## src/ni_vc_allocate_and_schedule_assert.svh

```systemverilog
// assertion macros shared by the vc allocator modules
// no dependencies; included by the controller and the datapath
`ifndef NI_VC_ALLOCATE_AND_SCHEDULE_ASSERT_SVH
`define NI_VC_ALLOCATE_AND_SCHEDULE_ASSERT_SVH

`ifndef SYNTHESIS
// same-cycle implication
`define ASSERT_IMPLIES(label, clk, rst, ante, cons) \
   label: assert property (@(posedge clk) disable iff (rst) (ante) |-> (cons)) \
      else $error("assertion failed");
// next-cycle implication
`define ASSERT_NEXT(label, clk, rst, ante, cons) \
   label: assert property (@(posedge clk) disable iff (rst) (ante) |=> (cons)) \
      else $error("assertion failed");
`else
`define ASSERT_IMPLIES(label, clk, rst, ante, cons)
`define ASSERT_NEXT(label, clk, rst, ante, cons)
`endif

`endif

```

## src/nivc_pkg.sv

```systemverilog
// shared constants, widths, request and channel codes, and the controller-to-datapath command
// no dependencies
package nivc_pkg;

   localparam int NUM_VNETS_DEF    = 4;
   localparam int VCS_PER_VNET_DEF = 4;

   localparam int VNET_IN_W   = 2;
   localparam int VC_IDX_W    = 4;
   localparam int MASK_W      = 16;
   localparam int CFG_W       = 4;
   localparam int REQ_TDATA_W = 40;
   localparam int REQ_TUSER_W = 2;
   localparam int RSP_TDATA_W = 8;
   localparam int RSP_TUSER_W = 2;

   typedef enum logic [1:0] {
      REQ_ALLOC   = 2'd0,
      REQ_GRANT   = 2'd1,
      REQ_RELEASE = 2'd2,
      REQ_SCHED   = 2'd3
   } req_kind_type;

   typedef enum logic [1:0] {CH_IDLE, CH_WAIT, CH_ACTIVE} ch_state_type;

   typedef struct packed {
      logic load_req;
      logic commit;
   } nivc_cmd_type;

endpackage

```

## src/nivc_ctrl.sv

```systemverilog
// controller: input register occupancy, commit timing and response valid
// depends on nivc_pkg and the assertion macro header
`include "ni_vc_allocate_and_schedule_assert.svh"

module nivc_ctrl
   import nivc_pkg::*;
(
   input  logic         clock,
   input  logic         reset,
   input  logic         req_tvalid,
   output logic         req_tready,
   output logic         rsp_tvalid,
   input  logic         rsp_tready,
   output nivc_cmd_type cmd
);

   typedef enum logic {ST_IDLE, ST_EXEC} state_type;

   state_type state_ff, state_in;
   logic      rsp_valid_ff, rsp_valid_in;
   logic      out_free;

   always_comb begin
      out_free       = !rsp_valid_ff || rsp_tready;
      cmd.commit     = (state_ff == ST_EXEC) && out_free;
      req_tready     = !reset && ((state_ff == ST_IDLE) || cmd.commit);
      cmd.load_req   = req_tvalid && req_tready;

      case (state_ff)
         ST_IDLE: state_in = cmd.load_req ? ST_EXEC : ST_IDLE;
         ST_EXEC: begin
            // stay while the output register is still occupied
            if (!cmd.commit) state_in = ST_EXEC;
            else state_in = cmd.load_req ? ST_EXEC : ST_IDLE;
         end
         default: state_in = ST_IDLE;
      endcase

      if (cmd.commit) rsp_valid_in = 1'b1;
      else if (rsp_tready) rsp_valid_in = 1'b0;
      else rsp_valid_in = rsp_valid_ff;
   end

   always_ff @(posedge clock) begin
      if (reset) begin
         state_ff     <= ST_IDLE;
         rsp_valid_ff <= 1'b0;
      end else begin
         state_ff     <= state_in;
         rsp_valid_ff <= rsp_valid_in;
      end
   end

   assign rsp_tvalid = rsp_valid_ff;

   `ASSERT_IMPLIES(a_commit_in_exec, clock, reset, cmd.commit, state_ff == ST_EXEC)
   `ASSERT_NEXT(a_commit_fills_out, clock, reset, cmd.commit, rsp_valid_ff)
   `ASSERT_NEXT(a_load_goes_exec, clock, reset, cmd.load_req, state_ff == ST_EXEC)

endmodule

```

## src/nivc_dpath.sv

```systemverilog
// datapath: request register, vc state table, round-robin pointers,
// allocate and schedule search, response register; depends on nivc_pkg
`include "ni_vc_allocate_and_schedule_assert.svh"

module nivc_dpath
   import nivc_pkg::*;
#(
   parameter int NUM_VNETS    = NUM_VNETS_DEF,
   parameter int VCS_PER_VNET = VCS_PER_VNET_DEF
) (
   input  logic                   clock,
   input  logic                   reset,
   input  nivc_cmd_type           cmd,
   input  logic [REQ_TDATA_W-1:0] req_tdata,
   input  logic [REQ_TUSER_W-1:0] req_tuser,
   input  logic                   csr_wr_en,
   input  logic [CFG_W-1:0]       csr_wr_data,
   output logic [RSP_TDATA_W-1:0] rsp_tdata,
   output logic [RSP_TUSER_W-1:0] rsp_tuser
);

   localparam int TOTAL_VCS = NUM_VNETS * VCS_PER_VNET;
   localparam int VC_W      = (TOTAL_VCS > 1) ? $clog2(TOTAL_VCS) : 1;
   localparam int PTR_W     = (VCS_PER_VNET > 1) ? $clog2(VCS_PER_VNET) : 1;
   localparam int VNET_W    = (NUM_VNETS > 1) ? $clog2(NUM_VNETS) : 1;

   // request register
   req_kind_type           kind_ff;
   logic [VNET_IN_W-1:0]   vnet_ff;
   logic [VC_IDX_W-1:0]    vci_ff;
   logic [MASK_W-1:0]      ready_ff, credit_ff;

   logic [CFG_W-1:0]       ordered_ff;
   ch_state_type           ch_state_ff [TOTAL_VCS];
   ch_state_type           ch_state_in [TOTAL_VCS];
   logic [PTR_W-1:0]       alloc_ptr_ff [NUM_VNETS];
   logic [PTR_W-1:0]       alloc_ptr_in [NUM_VNETS];
   logic [VC_W-1:0]        sched_ptr_ff, sched_ptr_in;

   logic [VC_IDX_W-1:0]    chosen_ff, chosen_in;
   logic                   found_ff, found_in;
   logic                   bad_ff, bad_in;

   // allocate search
   logic                   vnet_ok, ord;
   logic [VNET_W-1:0]      vnet_sel;
   logic [VC_W-1:0]        base;
   logic [PTR_W-1:0]       start;
   logic [PTR_W:0]         off_sum [VCS_PER_VNET];
   logic [PTR_W-1:0]       off_k [VCS_PER_VNET];
   logic                   alloc_hit;
   logic [PTR_W-1:0]       alloc_off, alloc_ptr_next;
   logic [VC_W-1:0]        alloc_vc;

   // grant and release
   logic                   vc_ok;
   logic [VC_W-1:0]        vci_sel;
   ch_state_type           need_st, next_st;

   // schedule search
   logic [TOTAL_VCS-1:0]   ready_ext, credit_ext, elig, upper, elig_hi;
   logic                   sched_hit, hi_hit;
   logic [VC_W-1:0]        low_all, low_hi, sched_vc;

   always_comb begin
      // ---- allocate ----
      vnet_ok  = int'(vnet_ff) < NUM_VNETS;
      vnet_sel = vnet_ok ? VNET_W'(vnet_ff) : '0;
      ord      = ordered_ff[vnet_ff];
      base     = VC_W'(int'(vnet_sel) * VCS_PER_VNET);
      start    = alloc_ptr_ff[vnet_sel];
      for (int k = 0; k < VCS_PER_VNET; k++) begin
         off_sum[k] = {1'b0, start} + (PTR_W+1)'(k);
         if (int'(off_sum[k]) >= VCS_PER_VNET)
            off_k[k] = PTR_W'(int'(off_sum[k]) - VCS_PER_VNET);
         else
            off_k[k] = off_sum[k][PTR_W-1:0];
      end
      alloc_hit = 1'b0;
      alloc_off = '0;
      if (ord) begin
         alloc_hit = ch_state_ff[base] == CH_IDLE;
      end else begin
         for (int k = 0; k < VCS_PER_VNET; k++) begin
            if (!alloc_hit && ch_state_ff[VC_W'(base + VC_W'(off_k[k]))] == CH_IDLE) begin
               alloc_hit = 1'b1;
               alloc_off = off_k[k];
            end
         end
      end
      alloc_vc = VC_W'(base + VC_W'(alloc_off));
      // pointer steps once per vc tried; a full miss lands back on start
      if (ord) alloc_ptr_next = '0;
      else if (!alloc_hit) alloc_ptr_next = start;
      else if (int'(alloc_off) == VCS_PER_VNET - 1) alloc_ptr_next = '0;
      else alloc_ptr_next = alloc_off + PTR_W'(1);

      // ---- grant / release ----
      vc_ok   = int'(vci_ff) < TOTAL_VCS;
      vci_sel = vc_ok ? VC_W'(vci_ff) : '0;
      need_st = (kind_ff == REQ_GRANT) ? CH_WAIT : CH_ACTIVE;
      next_st = (kind_ff == REQ_GRANT) ? CH_ACTIVE : CH_IDLE;

      // ---- schedule: rotating priority starting after the old pointer ----
      ready_ext  = TOTAL_VCS'(ready_ff);
      credit_ext = TOTAL_VCS'(credit_ff);
      for (int v = 0; v < TOTAL_VCS; v++) begin
         elig[v]  = ready_ext[v] && credit_ext[v] && (ch_state_ff[v] == CH_ACTIVE);
         upper[v] = v > int'(sched_ptr_ff);
      end
      elig_hi   = elig & upper;
      sched_hit = |elig;
      hi_hit    = |elig_hi;
      low_all   = '0;
      low_hi    = '0;
      for (int v = TOTAL_VCS - 1; v >= 0; v--) begin
         if (elig[v]) low_all = VC_W'(v);
         if (elig_hi[v]) low_hi = VC_W'(v);
      end
      sched_vc = hi_hit ? low_hi : low_all;

      // ---- next state ----
      ch_state_in  = ch_state_ff;
      alloc_ptr_in = alloc_ptr_ff;
      sched_ptr_in = sched_ptr_ff;
      chosen_in    = '0;
      found_in     = 1'b0;
      bad_in       = 1'b0;
      case (kind_ff)
         REQ_ALLOC: begin
            if (vnet_ok) begin
               alloc_ptr_in[vnet_sel] = alloc_ptr_next;
               if (alloc_hit) begin
                  ch_state_in[alloc_vc] = CH_WAIT;
                  chosen_in = VC_IDX_W'(alloc_vc);
                  found_in  = 1'b1;
               end
            end
         end
         REQ_GRANT, REQ_RELEASE: begin
            if (vc_ok && ch_state_ff[vci_sel] == need_st) ch_state_in[vci_sel] = next_st;
            else bad_in = 1'b1;
         end
         REQ_SCHED: begin
            if (int'(sched_ptr_ff) == TOTAL_VCS - 1) sched_ptr_in = '0;
            else sched_ptr_in = sched_ptr_ff + VC_W'(1);
            if (sched_hit) begin
               chosen_in = VC_IDX_W'(sched_vc);
               found_in  = 1'b1;
            end
         end
         default: bad_in = 1'b0;
      endcase
   end

   always_ff @(posedge clock) begin
      if (reset) begin
         ordered_ff   <= '0;
         sched_ptr_ff <= '0;
         for (int v = 0; v < TOTAL_VCS; v++) ch_state_ff[v] <= CH_IDLE;
         for (int n = 0; n < NUM_VNETS; n++) alloc_ptr_ff[n] <= '0;
      end else begin
         if (csr_wr_en) ordered_ff <= csr_wr_data;
         if (cmd.commit) begin
            ch_state_ff  <= ch_state_in;
            alloc_ptr_ff <= alloc_ptr_in;
            sched_ptr_ff <= sched_ptr_in;
         end
      end
   end

   always_ff @(posedge clock) begin
      if (cmd.load_req) begin
         kind_ff   <= req_kind_type'(req_tuser);
         vnet_ff   <= req_tdata[1:0];
         vci_ff    <= req_tdata[5:2];
         ready_ff  <= req_tdata[21:6];
         credit_ff <= req_tdata[37:22];
      end
      if (cmd.commit) begin
         chosen_ff <= chosen_in;
         found_ff  <= found_in;
         bad_ff    <= bad_in;
      end
   end

   assign rsp_tdata = {(RSP_TDATA_W - VC_IDX_W)'(0), chosen_ff};
   assign rsp_tuser = {bad_ff, found_ff};

   `ASSERT_NEXT(a_alloc_marks_wait, clock, reset,
      cmd.commit && kind_ff == REQ_ALLOC && vnet_ok && alloc_hit,
      ch_state_ff[$past(alloc_vc)] == CH_WAIT)
   `ASSERT_NEXT(a_bad_only_grant_release, clock, reset,
      cmd.commit && (kind_ff == REQ_ALLOC || kind_ff == REQ_SCHED), !bad_ff)
   `ASSERT_IMPLIES(a_sched_ptr_range, clock, reset, 1'b1, int'(sched_ptr_ff) < TOTAL_VCS)

endmodule

```

## src/ni_vc_allocate_and_schedule.sv

```systemverilog
// Output VC allocator and link scheduler. A request is taken into an input
// register and committed once the output register is free, when the per-VC state,
// the per-vnet round-robin pointers and the global schedule pointer update and the
// response register loads; a new request is accepted in the commit cycle, so the
// block sustains one request per cycle while the output is not stalled. The single
// commit stage, which reads and writes the VC state table, sets that rate.
// Responses wait in the output register while the next request is taken.
// depends on nivc_pkg, nivc_ctrl, nivc_dpath

module ni_vc_allocate_and_schedule
   import nivc_pkg::*;
#(
   parameter int NUM_VNETS    = NUM_VNETS_DEF,
   parameter int VCS_PER_VNET = VCS_PER_VNET_DEF
) (
   input  logic                   clock,
   input  logic                   reset,
   input  logic                   req_tvalid,
   output logic                   req_tready,
   // vnet[1:0], vc_index[5:2], ready_mask[21:6], credit_mask[37:22], zero fill
   input  logic [REQ_TDATA_W-1:0] req_tdata,
   // req_type[1:0]
   input  logic [REQ_TUSER_W-1:0] req_tuser,
   output logic                   rsp_tvalid,
   input  logic                   rsp_tready,
   // chosen_vc[3:0], zero fill
   output logic [RSP_TDATA_W-1:0] rsp_tdata,
   // found[0], bad_state[1]
   output logic [RSP_TUSER_W-1:0] rsp_tuser,
   input  logic                   csr_wr_en,
   // ordered_vnets
   input  logic [CFG_W-1:0]       csr_wr_data
);

   nivc_cmd_type cmd;

   nivc_ctrl u_ctrl (
      .clock      (clock),
      .reset      (reset),
      .req_tvalid (req_tvalid),
      .req_tready (req_tready),
      .rsp_tvalid (rsp_tvalid),
      .rsp_tready (rsp_tready),
      .cmd        (cmd)
   );

   nivc_dpath #(
      .NUM_VNETS    (NUM_VNETS),
      .VCS_PER_VNET (VCS_PER_VNET)
   ) u_dpath (
      .clock       (clock),
      .reset       (reset),
      .cmd         (cmd),
      .req_tdata   (req_tdata),
      .req_tuser   (req_tuser),
      .csr_wr_en   (csr_wr_en),
      .csr_wr_data (csr_wr_data),
      .rsp_tdata   (rsp_tdata),
      .rsp_tuser   (rsp_tuser)
   );

endmodule

```

## config.mk

```make
export PLATFORM = sky130hd
export DESIGN_NAME = ni_vc_allocate_and_schedule
export DESIGN_NICKNAME = d
export VERILOG_FILES = /design/src/nivc_pkg.sv /design/src/nivc_ctrl.sv /design/src/nivc_dpath.sv /design/src/ni_vc_allocate_and_schedule.sv
export VERILOG_INCLUDE_DIRS = /design/src /design/src/src
export SDC_FILE = /design/constraint.sdc
export NUM_CORES = 1
export LEC_CHECK = 0
export BUFFER_PORTS_ARGS = -buffer_cell sky130_fd_sc_hd__buf_2
export CORE_MARGIN = 2
export CORE_UTILIZATION = 50
export CTS_CLUSTER_DIAMETER = 200
export DETAILED_ROUTE_END_ITERATION = 12
export HOLD_SLACK_MARGIN = 0.08
export PLACE_DENSITY = 0.76
export RECOVER_POWER = 25
export SLEW_MARGIN = 20
export SYNTH_ARGS = -nofsm -noshare
export SYNTH_HDL_FRONTEND = slang
export SYNTH_SLANG_ARGS = --single-unit
```

## constraint.sdc

```tcl
create_clock -name clock -period 10.7 [get_ports clock]
set_input_delay 1.605 -clock clock [delete_from_list [all_inputs] [get_ports clock]]
set_output_delay 1.605 -clock clock [all_outputs]
set_load 0.05 [all_outputs]
```

## After elaboration in Yosys (flattened, before gate mapping)

Cells that the tools add are included.

- Flip-flop bits (word level): 96
- Input port bits: 51
- Output and inout port bits: 12

- $add $sub $neg: 14
- Order comparisons: 31
- Eq/ne operators: 24
- Mux-type cells: 102
- Bitwise operators: 13
- Reduce and logical (&&, ||, !) cells: 62

Operator list:

| kind | count |
|---|---|
| 4-bit two-way mux | 36 |
| 32-bit two-way mux | 2 |
| 32-bit one-hot mux with 2 select lines | 1 |
| 2-bit two-way mux | 31 |
| 2-bit binary-select mux with 4-bit select | 6 |
| 1-bit logical AND | 41 |
| 2-bit == test (second input constant) | 18 |
| 5-bit >= comparator (second input constant) | 7 |
| 4-bit inverter with 5-bit output | 7 |
| 16-bit AND | 2 |
| 32-bit bitwise mux | 1 |
| 4-bit greater-than comparator (first input constant) | 8 |
| 16-bit OR reduction | 2 |
| 4-bit by 2-bit adder with 4-bit output | 5 |
| 2-bit demux with 4-bit select | 2 |
| 3-bit by 4-bit greater-than comparator with 1-bit output (first input constant) | 4 |
| 1-bit two-way mux | 16 |
| 16-bit inverter | 1 |
| 16-bit bitwise OR | 1 |
| 3-bit >= comparator (second input constant) | 4 |
| 2-bit zero test | 6 |
| 5-bit by 1-bit < comparator with 1-bit output (second input constant) | 2 |
| 8-bit bitwise mux | 1 |
| 2-bit by 4-bit greater-than comparator with 1-bit output (first input constant) | 2 |
| other kinds (26) | 40 |

## Depth between registers and ports, before layout

Gate-level depths: netlist of run 1.

- Depth after elaboration: 36
- Gate-level depth with buffers: 17

## Cells and area by module

A second synthesis of run 1 with hierarchy kept.

- Cells, all modules: 638
- Area, all modules: 6284.8 um^2

By module, submodules not included:

| module | times used | cells each | area an instance (um^2) | seq. area each (um^2) |
|---|---|---|---|---|
| nivc_dpath | 1 | 626 | 6183.4 | 2342.2 |
| nivc_ctrl | 1 | 12 | 101.3 | 40.0 |

## Least setup slack after synthesis of run 1

No wires, ideal clock.

- Kind: input-to-output
- Start: input port reset
- End: output port req_tready
- Arrival time: 2562 ps
- Required time: 9095 ps
- Slack: 6533 ps
- Stages: 2
- Buffers on the path: 1
- Cell sequence: clkbuf_1 > a21oi_1

- Word-level cells in the longest chain between the ends: 2

RTL lines:

| element | line | RTL |
|---|---|---|
| start, declared | ni_vc_allocate_and_schedule.sv:17 | `input logic reset,` |
| 1-bit zero test | nivc_ctrl.sv:26 | `req_tready = !reset && ((state_ff == ST_IDLE) \|\| cmd.commit);` |
| 1-bit logical AND | nivc_ctrl.sv:26 |  |
| end, declared | ni_vc_allocate_and_schedule.sv:19 | `output logic req_tready,` |

Every way passes these cells.

## Worst setup path after layout of run 1

- Start: register u_dpath.vnet_ff[0]
- End: register u_dpath.ch_state_ff[29] in the netlist's numbering

- Word-level cells in the longest chain between the ends: 36
- Elaborated cells between the ends (all ways): 82
- Those cells by class: add/sub (12); order compare (6); eq/ne (1); mux (41); bitwise (9); reduce/logical (13)

RTL lines:

| element | line | RTL |
|---|---|---|
| start, declared | nivc_dpath.sv:29 | `logic [VNET_IN_W-1:0] vnet_ff;` |
| start signal, assigned | nivc_dpath.sv:175 | `vnet_ff <= req_tdata[1:0];` |
| 2-bit inverter with 3-bit output (not written as such) | nivc_dpath.sv:71 | `start = alloc_ptr_ff[vnet_sel];` |
| 2-bit binary-select mux with 2-bit select | nivc_dpath.sv:71 |  |
| 2-bit two-way mux (not written as such) (2 in a row) | nivc_dpath.sv:71 |  |
| 2-bit by 3-bit >= comparator with 1-bit output / 2-bit by 1-bit subtractor with 2-bit output (equally long branches) | nivc_dpath.sv:74, nivc_dpath.sv:75 |  |
| 2-bit two-way mux | nivc_dpath.sv:74 | `if (int'(off_sum[k]) >= VCS_PER_VNET)` |
| 4-bit by 2-bit adder with 4-bit output | nivc_dpath.sv:85 | `if (!alloc_hit && ch_state_ff[VC_W'(base + VC_W'(off_k[k]))] == CH_IDLE) begin` |
| 4-bit inverter with 5-bit output (not written as such) | nivc_dpath.sv:85 |  |
| 2-bit binary-select mux with 4-bit select | nivc_dpath.sv:85 |  |
| [19 not listed] | - |  |
| 5-bit >= comparator (not written as such) / 5-bit by 1-bit < comparator with 1-bit output (equally long branches) | nivc_dpath.sv:134 | `ch_state_in[alloc_vc] = CH_WAIT;` |
| 1-bit logical AND (not written as such) | nivc_dpath.sv:134 |  |
| 2-bit two-way mux (not written as such) | nivc_dpath.sv:134 |  |
| 2-bit demux with 4-bit select | nivc_dpath.sv:134 |  |
| 16-bit inverter (no line) | - |  |
| 16-bit AND (no line) | - |  |
| 32-bit two-way mux | nivc_dpath.sv:133 | `if (alloc_hit) begin` |
| 32-bit one-hot mux with 2 select lines | nivc_dpath.sv:129 | `case (kind_ff)` |
| end signal, assigned | nivc_dpath.sv:165 | `ch_state_ff <= ch_state_in;` |
| end, declared | nivc_dpath.sv:34 | `ch_state_type ch_state_ff [TOTAL_VCS];` |

Several ways; a longest one is shown, not always the timed one. The select of a mux whose other input is x is not followed.
A chain may end at the register's enable or synchronous reset.

==> results of run 1 <==
## worst max-delay path, cell delays in order, from the launching register on
cell and delay, ns:
sky130_fd_sc_hd__edfxtp_1 0.83, sky130_fd_sc_hd__mux4_2 0.83, sky130_fd_sc_hd__xor2_2 0.45, sky130_fd_sc_hd__mux2i_1 0.13, sky130_fd_sc_hd__or3_1 0.39, sky130_fd_sc_hd__a41o_1 0.34, sky130_fd_sc_hd__mux2i_1 0.17, sky130_fd_sc_hd__o221a_2 0.32
sky130_fd_sc_hd__or3b_2 0.49, sky130_fd_sc_hd__ha_1 0.34, sky130_fd_sc_hd__a21oi_1 0.17, sky130_fd_sc_hd__a21oi_1 0.09, sky130_fd_sc_hd__a311oi_1 0.28
## routing by layer
metal / track usage (%) / up-vias / part of all wire [%]
met3: 7.58 / 61 / 9.5
met1: 41.7 / 2755 / 43
met2: 42.3 / 348 / 43
met4: 12.3 / 0 / 4.0
li1: - / 2608 / -
met5: 0 / - / 0
## Yosys cell counts, drive strengths merged (8+ instances only)
library cell  count  area share (%)
dfxtp            50              16
a21oi            70             5.6
inv              14            0.84
nand2b           12             1.2
a311oi           34             4.8
nand2            33             2.0
mux2i            38             6.1
nand4b           13             1.8
nand3             8            0.64
clkbuf           41             2.5
o21ai            39             3.1
a41oi            18             2.8
nor2             70             4.2
edfxtp           46              22
buf              17             1.7
nor2b             9            0.90
nor3              9            0.72
ha               10             2.0
mux4             19             6.8
## state kept, by name, indices dropped and copies added (netlist names)
| name | cells |
|---|---|
| u_dpath.sched_ptr_ff | 4 |
| u_dpath.vnet_ff | 2 |
| u_ctrl.rsp_tvalid | 1 |
| u_dpath.credit_ext | 16 |
| u_dpath.chosen_ff | 4 |
| u_dpath.kind_ff | 2 |
| u_dpath.ordered_ff | 4 |
| u_dpath.bad_ff | 1 |
| u_dpath.vci_ff | 4 |
| u_dpath.alloc_ptr_ff | 8 |
| u_dpath.ready_ext | 16 |
| u_ctrl.state_ff | 1 |
| u_dpath.found_ff | 1 |
| u_dpath.ch_state_ff | 32 |
## per-stage QoR
step	power (uW)	instance area (um2)	setup slack, ns	std cells	utilization [%]
2_1_floorplan	490	6260	6.53	663	-
3_3_place_gp	515	6510	5.98	832	53.8
3_5_place_dp	519	6510	5.86	832	53.8
4_1_cts	846	6820	5.84	848	56.3
5_1_grt	876	6820	5.48	848	56.3
6_report	845	6820	5.77	848	56.3
## path summary, 6_finish.rpt
| path | endpoint | slack (ns) |
|---|---|---|
| max | u_dpath.ch_state_ff[29] | 5.77 |
| max reg2reg | u_dpath.ch_state_ff[29] | 5.77 |
| min reg2reg | u_dpath.ordered_ff[2] | 0.50 |
| min | u_dpath.ordered_ff[2] | 0.50 |
## power by group
part / switching (uW) / internal, uW
clock network: 163 / 167
logic: 67.5 / 34.3
registers: 14.7 / 398
total: 245 / 599
## cells by family after synthesis
family | count (synthesis) | synth area share [%]
buf+inv | 72 | 5.03
fa+ha+maj | 10 | 2.00
compound gates | 222 | 24.4
xor+xnor | 2 | 0.401
simple gates | 196 | 16.3
other cells | 1 | 0.0600
mux | 61 | 13.7
flops | 96 | 38.1
## layout by cell type, fill, tap and decap left out, drive strengths merged, types with 10 or more instances in the layout
master,synthesis,final
ha,10,10
dfxtp,50,50
a311oi,34,34
nand4b,13,13
inv,14,19
a41oi,18,18
buf,17,59
a21oi,70,70
nand2b,12,12
nand2,33,33
edfxtp,46,46
nor2,70,70
mux4,19,19
o21ai,39,39
mux2i,38,38
## area by class of cell
class | count | area, um2 | share of cell area (%)
clock buffers | 9 | 225 | 3.30
clock inverters | 7 | 81.3 | 1.19
inverters | 14 | 52.6 | 0.771
multi-input cells | 495 | 3560 | 52.3
flip-flops and latches | 96 | 2380 | 34.9
well taps | 168 | 210 | 3.08
repair buffers | 59 | 303 | 4.44
==> impl_summary.log, run 1 <==
INFO  metric half_perimeter_wire_length_after_detailed_placement = 13200 um
INFO  metric layout.filler_cells = 1076
INFO  metric floorplan.initialDensity = 51.6%
INFO  metric timing_max_transition_violations_final = 0
INFO  metric number_of_synthesized_flops_with_an_enable_pin = 46
INFO  metric chipHeight = 116 um
INFO  metric cts_buffer_depth = 2
INFO  metric global_route_wire_length_before_repair = 29200 um
INFO  metric drt_iter0_drc = 642
INFO  metric max_frequency = 203 MHz
INFO  metric maxCapViolations = 0
INFO  metric worst-setup-path-type = register to register
INFO  metric regToRegStartpoint = u_dpath.vnet_ff[0]
INFO  metric setup.worst_path.start = u_dpath.vnet_ff[0]
INFO  metric ctsRootBufferMaster = sky130_fd_sc_hd__clkbuf_16
INFO  metric die_area = 13400 um2
INFO  metric antenna_found_initial = 0
INFO  metric final.setup_skew = 0.0124 ns
INFO  metric highest_fanout_seen_on_the_critical_path = 18
INFO  metric viasPerCell = 6.81
INFO  metric clock_sink_count = 96
INFO  metric reg2reg_depth = 12
INFO  metric global_route.overflow_total = 0
INFO  metric min_period = 4.93 ns
INFO  metric ctsHtreeMaxLevel = 3
INFO  metric hold_class = register to register
INFO  metric yosysSeqAreaShare = 38.1%
INFO  metric vdd_drop_max = 0.000122 V
INFO  metric worstPathRequired = 10.97 ns
INFO  metric syn_area = 6250 um2
INFO  metric layout-area-overhead-vs-synth = 9.13%
INFO  metric drive_above_1_share = 16.3%
INFO  metric design.portCount = 63
INFO  metric design.final.nets = 736
INFO  metric finalHoldWorstSlack = 0.502 ns
INFO  metric cts_hold_buf = 0
INFO  metric timing.final.hold_violations = 0
INFO  metric worstPathArrival = 5.20 ns
INFO  metric grt_max_degree = 65
INFO  metric cts_tree = yes
INFO  metric slew_headroom = 37.6%
INFO  metric period_share = 46.1%
INFO  metric postCtsSetupBuffers = 0
INFO  metric core_footprint = 12100 um2
INFO  metric synthCells = 660
INFO  metric n_antenna_cell = 0
INFO  metric cts.clk_slew.worst_paths = 0.07 ns
INFO  metric wire_per_inst = 22.3 um
INFO  metric drtAntennaViolNets = 0
INFO  metric synth-async-reset-ratio = 0%
INFO  metric holdCritStartpoint = u_dpath.ordered_ff[2]
INFO  metric setup.worst_path.end_class = register
INFO  metric max_slew.worst_pin.slew = 0.936 ns
INFO  metric status = finished, final reports clean
INFO  metric finalSetupViolCount = 0
INFO  metric synth_warn = 0
INFO  metric num_rows = 40
INFO  metric yosys_register_bits = 96
INFO  metric leakage_dissipation = 0.00232 uW
INFO  metric grt_pass1_vias = 5201
INFO  metric track_usage = 29.2%
INFO  metric post_cts_resized = 0
INFO  metric synth_cell_type_count = 63
INFO  metric syn_area_per_cell = 9.47 um2
INFO  metric io_buffer_count = 56
INFO  metric wl = 18900 um
INFO  metric chipWidth = 116 um
INFO  metric dominantRegCellSynth = sky130_fd_sc_hd__dfxtp_1
INFO  metric drc = 0
INFO  metric detail_route.first_pass.iterations = 5
INFO  metric detailroute.via_count = 5772
INFO  metric fin_setup_tns = 0 ns
INFO  metric tritoncts.num_buffers = 9
INFO  metric p_per_area = 124 nW/um2
INFO  metric rsz0062_at_grt = false
INFO  metric worst_setup_path_start_kind = register
INFO  metric clock_latency_reported_for_the_late_side_of_the_worst_skew_pair = 0.37 ns
INFO  metric min_delay_path_depth = 2
INFO  metric gpl.final_weighted_congestion = 0.898
Power figures use the tool's default switching activity.
==> inputs of run 2 (changes only) <==
- PLACE_DENSITY: 0.76 -> 0.79
- clock period: 10.7 -> 4.13 ns (I/O delays scaled with it)
==> run 2 against run 1 <==
Net effect:
- final cell count is 3.2% higher
- global-route usage up 0.76 points
- design area is 3.3% higher
- count of clock-buffer cells in the layout stayed put
- largest power group unchanged
- setup slack worse by 5.6 ns
- highest routed layer unchanged
- critical endpoint is now u_dpath.alloc_ptr_ff[3]
- flip-flop and latch count stayed put
- first-iteration DRC count rose by 19%
- clock skew fell by 0.0029 ns
- critical path type unchanged
- register-to-register slack worse by 5.6 ns
- sequential power rose to 2.6 times the previous value
- power rose to 2.6 times the previous value
- clock power is 150% higher
==> impl_summary.log, run 2 (same netlist as run 1, synthesis figures left out) <==
INFO  metric largest_register = u_dpath.ch_state_ff
INFO  metric place.detailed.instances = 858 (+3.1%)
INFO  metric stdcell_area = 7040 um2 (+3.3%)
INFO  metric design_power_total = 2170 uW (+160%)
INFO  metric timing.final.hold_violations = 0 (unchanged)
INFO  metric antenna_found_initial = 0 (unchanged)
INFO  metric num_rows = 40 (unchanged)
INFO  metric largest_delay_share_family_worst_path = compound AO/OA/AOI/OAI gates
INFO  metric largest_register_ffs = 32 (unchanged)
INFO  metric worst_setup_path_start_kind = register
INFO  metric critical_path_buf_inv_count = 1 (+1)
INFO  metric viasPerCell = 6.81 (about the same)
INFO  metric highest_fanout_seen_on_the_critical_path = 9 (-9)
INFO  metric period_share = 97.1% (+51 points)
INFO  metric core_footprint = 12100 um2 (unchanged)
INFO  metric critical_path.max_stage_delay = 0.64 ns (-0.19 ns)
INFO  metric die_area = 13400 um2 (unchanged)
INFO  metric ctsHtreeMaxLevel = 3 (unchanged)
INFO  metric max_frequency = 249 MHz (+23%)
INFO  metric vdd_drop_max = 0.000358 V (+190%)
INFO  metric setup.worst_path.end_class = register
INFO  metric layout-area-overhead-vs-synth = 12.7%
INFO  metric detailroute.via_count = 5961 (+3.3%)
INFO  metric clock_sink_count = 96 (unchanged)
INFO  metric p_per_area = 308 nW/um2 (+150%)
INFO  metric wl = 19200 um (+1.7%)
INFO  metric finalSetupViolCount = 0 (unchanged)
INFO  metric fin_setup_tns = 0 ns (unchanged)
INFO  metric tritoncts.num_buffers = 9 (unchanged)
INFO  metric layout.filler_cells = 1044 (-3.0%)
INFO  metric final_cell_mix = sky130_fd_sc_hd__nor2_1, sky130_fd_sc_hd__a21oi_1, sky130_fd_sc_hd__buf_2
INFO  metric dpl-instance-area = 6730 um2 (+3.4%)
INFO  metric crit_chain = mux4_2 > buf_4 > a2111oi_0 > a221o_1 > o21ba_2 > nand2_1 > o221a_2 > or3b_2 > ha_2 > mux2_2 > a32o_1
INFO  metric chipWidth = 116 um (unchanged)
INFO  metric grt_max_degree = 65 (unchanged)
INFO  metric global_route_wire_length_before_repair = 29900 um (+2.3%)
INFO  metric worstPathRequired = 4.38 ns (-6.59 ns)
INFO  metric wire_per_inst = 22.0 um (-1.4%)
INFO  metric global_route.overflow_total = 0 (unchanged)
INFO  metric cts.clk_slew.worst_paths = 0.07 ns (about the same)
INFO  metric leakage_dissipation = 0.00244 uW (+5.2%)
INFO  metric clock_latency_reported_for_the_late_side_of_the_worst_skew_pair = 0.37 ns (about the same)
INFO  metric half_perimeter_wire_length_after_detailed_placement = 13900 um (+5.2%)
INFO  metric status = finished, final reports clean
INFO  metric detail_route.first_pass.iterations = 7 (+2)
INFO  metric n_antenna_cell = 0 (unchanged)
INFO  metric rsz0062_at_grt = false
INFO  metric cts_hold_buf = 0 (unchanged)
INFO  metric final_standard_cell_utilization_of_the_core = 58.2% (+1.9 points)
INFO  metric grt_pass1_vias = 5425 (+4.3%)
INFO  metric drc = 0 (unchanged)
INFO  metric track_usage = 30.0% (+0.76 points)
INFO  metric cts_buffer_depth = 2 (unchanged)
INFO  metric cts_tree = yes
INFO  metric max_slew.worst_pin.slew = 0.916 ns (-0.0201 ns)
INFO  metric drtAntennaViolNets = 0 (unchanged)
INFO  metric gpl.final_weighted_congestion = 0.933 (+3.9%)
INFO  metric chipHeight = 116 um (unchanged)
INFO  metric worst-setup-path-type = register to register
INFO  metric min_period = 4.01 ns (-0.922 ns)
INFO  metric io_buffer_count = 56 (unchanged)
INFO  metric design.final.nets = 763 (+3.7%)
INFO  metric hold_class = input port to register
INFO  metric final.setup_skew = 0.00956 ns (-0.00286 ns)
INFO  metric maxCapViolations = 0 (unchanged)
INFO  metric drt_iter0_drc = 762 (+19%)
INFO  metric drive_above_1_share = 20.2% (+3.9 points)
INFO  metric design.portCount = 63 (unchanged)
INFO  metric ctsRootBufferMaster = sky130_fd_sc_hd__clkbuf_16
INFO  metric slew_headroom = 38.9% (+1.3 points)
INFO  metric floorplan.initialDensity = 51.6% (unchanged)
INFO  metric critPathSlowestCell = sky130_fd_sc_hd__mux4_2
INFO  metric timing_max_transition_violations_final = 0 (unchanged)
INFO  metric worstPathArrival = 4.26 ns (-0.94 ns)
INFO  metric final-instance-count-excl-fill = 875 (+3.2%)
run 2: routing by layer:
layer	track usage [%]	part of all wire, %	wire (um)
met1	40.8	41	7930
met2	45.7	44	8490
met5	0	0	0
met4	14.2	4.7	897
met3	6.69	10	1920
run 2: layout make-up:
cell class	count	area [um2]	area share (%)
Tap cell	168	210	2.98
Inverter	14	52.6	0.746
Multi-Input combinational cell	495	3580	50.8
Sequential cell	96	2380	33.8
Clock buffer	9	225	3.20
Timing Repair Buffer	86	531	7.53
Clock inverter	7	62.6	0.888
run 2: final timing paths:
kind	depth (start not counted)	slack (ns)	start	to
max	11	0.12	u_dpath.vnet_ff[0]	u_dpath.alloc_ptr_ff[3]
min reg2reg	2	0.50	u_dpath.ordered_ff[0]	u_dpath.ordered_ff[0]
max reg2reg	11	0.12	u_dpath.vnet_ff[0]	u_dpath.alloc_ptr_ff[3]
min	1	0.42	req_tdata[26]	u_dpath.credit_ext[4]
run 2: what timing repair did:
action,4_1_cts,5_1_grt
setup buffers,0,1
gates resized for setup,0,5
setup endpoints to repair,0,25
hold endpoints to repair,0,0
run 2: worst reg2reg max path: stages (launching register included):
cell and delay [ns]:
sky130_fd_sc_hd__edfxtp_1 0.43, sky130_fd_sc_hd__mux4_2 0.64, sky130_fd_sc_hd__buf_4 0.22, sky130_fd_sc_hd__a2111oi_0 0.41
sky130_fd_sc_hd__a221o_1 0.24, sky130_fd_sc_hd__o21ba_2 0.23, sky130_fd_sc_hd__nand2_1 0.12, sky130_fd_sc_hd__o221a_2 0.30
sky130_fd_sc_hd__or3b_2 0.48, sky130_fd_sc_hd__ha_2 0.28, sky130_fd_sc_hd__mux2_2 0.31, sky130_fd_sc_hd__a32o_1 0.23
run 2: through the flow:
| stage | hold WS (ns) | setup slack, ns |
|---|---|---|
| 2_1_floorplan | 0.455 | 0.109 |
| 3_3_place_gp | 0.471 | 0.191 |
| 3_5_place_dp | 0.495 | 0.0865 |
| 4_1_cts | 0.416 | 0.0477 |
| 5_1_grt | 0.415 | 0.0101 |
| 6_report | 0.422 | 0.121 |
run 2: power by group:
group	total (uW)	switching, uW	internal [uW]
clock	818	399	419
sequential	1060	32.6	1030
combinational	286	183	103
==> inputs of run 3 (changes only) <==
- MAX_ROUTING_LAYER: not set -> met4
==> run 3 against run 2 <==
Net effect:
- combinational power is essentially flat
- clock skew shrank 0.00087 ns
- hold slack gained 0.0085 ns
- fmax grew 0.23%
- critical path depth is the same
- setup slack gained 0.0090 ns
- highest routed layer unchanged
==> impl_summary.log, run 3 (same netlist as run 1, synthesis figures left out) <==
INFO  metric half_perimeter_wire_length_after_detailed_placement = 13900 um (+0.20%)
INFO  metric period_share = 96.9% (-0.22 points)
INFO  metric worst_setup_path_start_kind = register
INFO  metric antenna_found_initial = 0 (unchanged)
INFO  metric global_route_wire_length_before_repair = 29900 um (about the same)
INFO  metric final_cell_mix = sky130_fd_sc_hd__nor2_1, sky130_fd_sc_hd__a21oi_1, sky130_fd_sc_hd__buf_2
INFO  metric status = finished, final reports clean
INFO  metric drtAntennaViolNets = 0 (unchanged)
INFO  metric final_standard_cell_utilization_of_the_core = 58.3% (+0.18 points)
INFO  metric cts_hold_buf = 0 (unchanged)
INFO  metric ctsRootBufferMaster = sky130_fd_sc_hd__clkbuf_16
INFO  metric finalSetupViolCount = 0 (unchanged)
INFO  metric final-instance-count-excl-fill = 881 (+0.69%)
INFO  metric viasPerCell = 6.75 (-0.90%)
INFO  metric global_route.overflow_total = 0 (unchanged)
INFO  metric cts.clk_slew.worst_paths = 0.07 ns (about the same)
INFO  metric design.portCount = 63 (unchanged)
INFO  metric largest_register = u_dpath.ch_state_ff
INFO  metric chipWidth = 116 um (unchanged)
INFO  metric setup.worst_path.end_class = register
INFO  metric detail_route.first_pass.iterations = 7 (unchanged)
INFO  metric chipHeight = 116 um (unchanged)
INFO  metric io_buffer_count = 56 (unchanged)
INFO  metric clock_latency_reported_for_the_late_side_of_the_worst_skew_pair = 0.36 ns (about the same)
INFO  metric layout-area-overhead-vs-synth = 13.1%
INFO  metric highest_fanout_seen_on_the_critical_path = 7 (-2)
INFO  metric hold_class = input port to register
INFO  metric largest_register_ffs = 32 (unchanged)
INFO  metric grt_max_degree = 65 (unchanged)
INFO  metric max_frequency = 250 MHz (+0.23%)
INFO  metric timing.final.hold_violations = 0 (unchanged)
INFO  metric crit_chain = mux2i_2 > mux2i_1 > a21o_1 > a311oi_1 > o21ba_2 > nand2_1 > o221a_2 > or3b_2 > ha_2 > mux2_2 > a32o_1
INFO  metric critPathSlowestCell = sky130_fd_sc_hd__edfxtp_1
INFO  metric slew_headroom = 37.1% (-1.9 points)
INFO  metric critical_path.max_stage_delay = 0.58 ns (-0.06 ns)
INFO  metric maxCapViolations = 0 (unchanged)
INFO  metric grt_pass1_vias = 5399 (-0.48%)
INFO  metric critical_path_buf_inv_count = 0 (-1)
INFO  metric place.detailed.instances = 861 (+0.35%)
INFO  metric core_footprint = 12100 um2 (unchanged)
INFO  metric num_rows = 40 (unchanged)
INFO  metric leakage_dissipation = 0.00247 uW (+1.2%)
INFO  metric ctsHtreeMaxLevel = 3 (unchanged)
INFO  metric final.setup_skew = 0.00869 ns (-0.000871 ns)
INFO  metric design.final.nets = 769 (+0.79%)
INFO  metric floorplan.initialDensity = 51.6% (unchanged)
INFO  metric worstPathArrival = 4.25 ns (about the same)
INFO  metric min_period = 4.00 ns (-0.00901 ns)
INFO  metric fin_setup_tns = 0 ns (unchanged)
INFO  metric cts_buffer_depth = 2 (unchanged)
INFO  metric drive_above_1_share = 20.5% (+0.25 points)
INFO  metric n_antenna_cell = 0 (unchanged)
INFO  metric drc = 0 (unchanged)
INFO  metric worst-setup-path-type = register to register
INFO  metric drt_iter0_drc = 763 (+0.13%)
INFO  metric worstPathRequired = 4.38 ns (about the same)
INFO  metric p_per_area = 305 nW/um2 (-0.80%)
INFO  metric gpl.final_weighted_congestion = 0.957 (+2.6%)
INFO  metric vdd_drop_max = 0.000261 V (-27%)
INFO  metric timing_max_transition_violations_final = 0 (unchanged)
INFO  metric detailroute.via_count = 5948 (-0.22%)
INFO  metric track_usage = 30.7% (+0.71 points)
INFO  metric tritoncts.num_buffers = 9 (unchanged)
INFO  metric wire_per_inst = 22.1 um (+0.75%)
INFO  metric rsz0062_at_grt = false
INFO  metric clock_sink_count = 96 (unchanged)
INFO  metric wl = 19500 um (+1.4%)
INFO  metric die_area = 13400 um2 (unchanged)
INFO  metric max_slew.worst_pin.slew = 0.944 ns (+0.0281 ns)
INFO  metric cts_tree = yes
INFO  metric largest_delay_share_family_worst_path = compound AO/OA/AOI/OAI gates
[run 3: changes by cell type in the layout (fill, tap and decap cells not counted)]
cell                         before  now
sky130_fd_sc_hd__inv_6            1    0
sky130_fd_sc_hd__mux2i_2          0    1
sky130_fd_sc_hd__buf_4           28   35
sky130_fd_sc_hd__mux2i_1         38   37
sky130_fd_sc_hd__a311oi_1        33   34
sky130_fd_sc_hd__a311oi_2         1    0
sky130_fd_sc_hd__buf_12           2    1
sky130_fd_sc_hd__ha_2             4    2
sky130_fd_sc_hd__clkbuf_1         0    1
sky130_fd_sc_hd__clkinv_4         1    2
sky130_fd_sc_hd__clkinvlp_4       3    2
sky130_fd_sc_hd__ha_1             6    8
[run 3: final cells by class]
cell class              count  area, um2
fillers                  1059       5050
multi-input cells         495       3570
flip-flops and latches     96       2380
repair buffers             92        563
clock buffers              10        229
well taps                 168        210
clock inverters             6       55.1
inverters                  14       52.6
[run 3: final timing paths]
path / from / endpoint / slack, ns / cells after the start
worst max-delay path: u_dpath.vnet_ff[1] / u_dpath.alloc_ptr_ff[7] / 0.13 / 11
worst min-delay path: req_tdata[36] / u_dpath.credit_ext[14] / 0.43 / 1
worst max register to register: u_dpath.vnet_ff[1] / u_dpath.alloc_ptr_ff[7] / 0.13 / 11
worst min register to register: u_dpath.ordered_ff[0] / u_dpath.ordered_ff[0] / 0.51 / 2
[run 3: where the power goes]
group | total [uW] | internal (uW) | switching, uW
Clock | 805 | 419 | 386
Sequential | 1060 | 1030 | 32.7
Combinational | 287 | 102 | 185
[run 3: worst reg2reg max path: cells and delay by family (launching register included)]
kind	cells	cell delay [ns]
flops	1	0.58
mux	3	0.92
fa+ha+maj	1	0.27
compound gates	5	1.51
simple gates	2	0.61
[run 3: repair_timing]
item | 4_1_cts | 5_1_grt
gates resized for setup | 0 | 3
setup endpoints to repair | 0 | 28
setup buffers | 0 | 4
endpoints found under the hold margin | 0 | 0
[run 3: metal layers]
metal / routed length (um) / vias up / global-route usage, %
met5: 0 / - / -
met2: 8620 / 413 / 44.8
met3: 2180 / 80 / 8.37
li1: - / 2666 / -
met1: 7820 / 2789 / 40.5
met4: 881 / 0 / 12.7
[run 3: per-stage QoR]
stage / setup WS (ns) / power (uW) / hold WS, ns / area (um2)
6_report: 0.130 / 2160 / 0.430 / 7070
2_1_floorplan: 0.109 / 1270 / 0.455 / 6260
3_3_place_gp: 0.176 / 1350 / 0.472 / 6740
5_1_grt: 0.00433 / 2240 / 0.411 / 7070
3_5_place_dp: 0.0713 / 1360 / 0.492 / 6740
4_1_cts: 0.0428 / 2160 / 0.419 / 7030
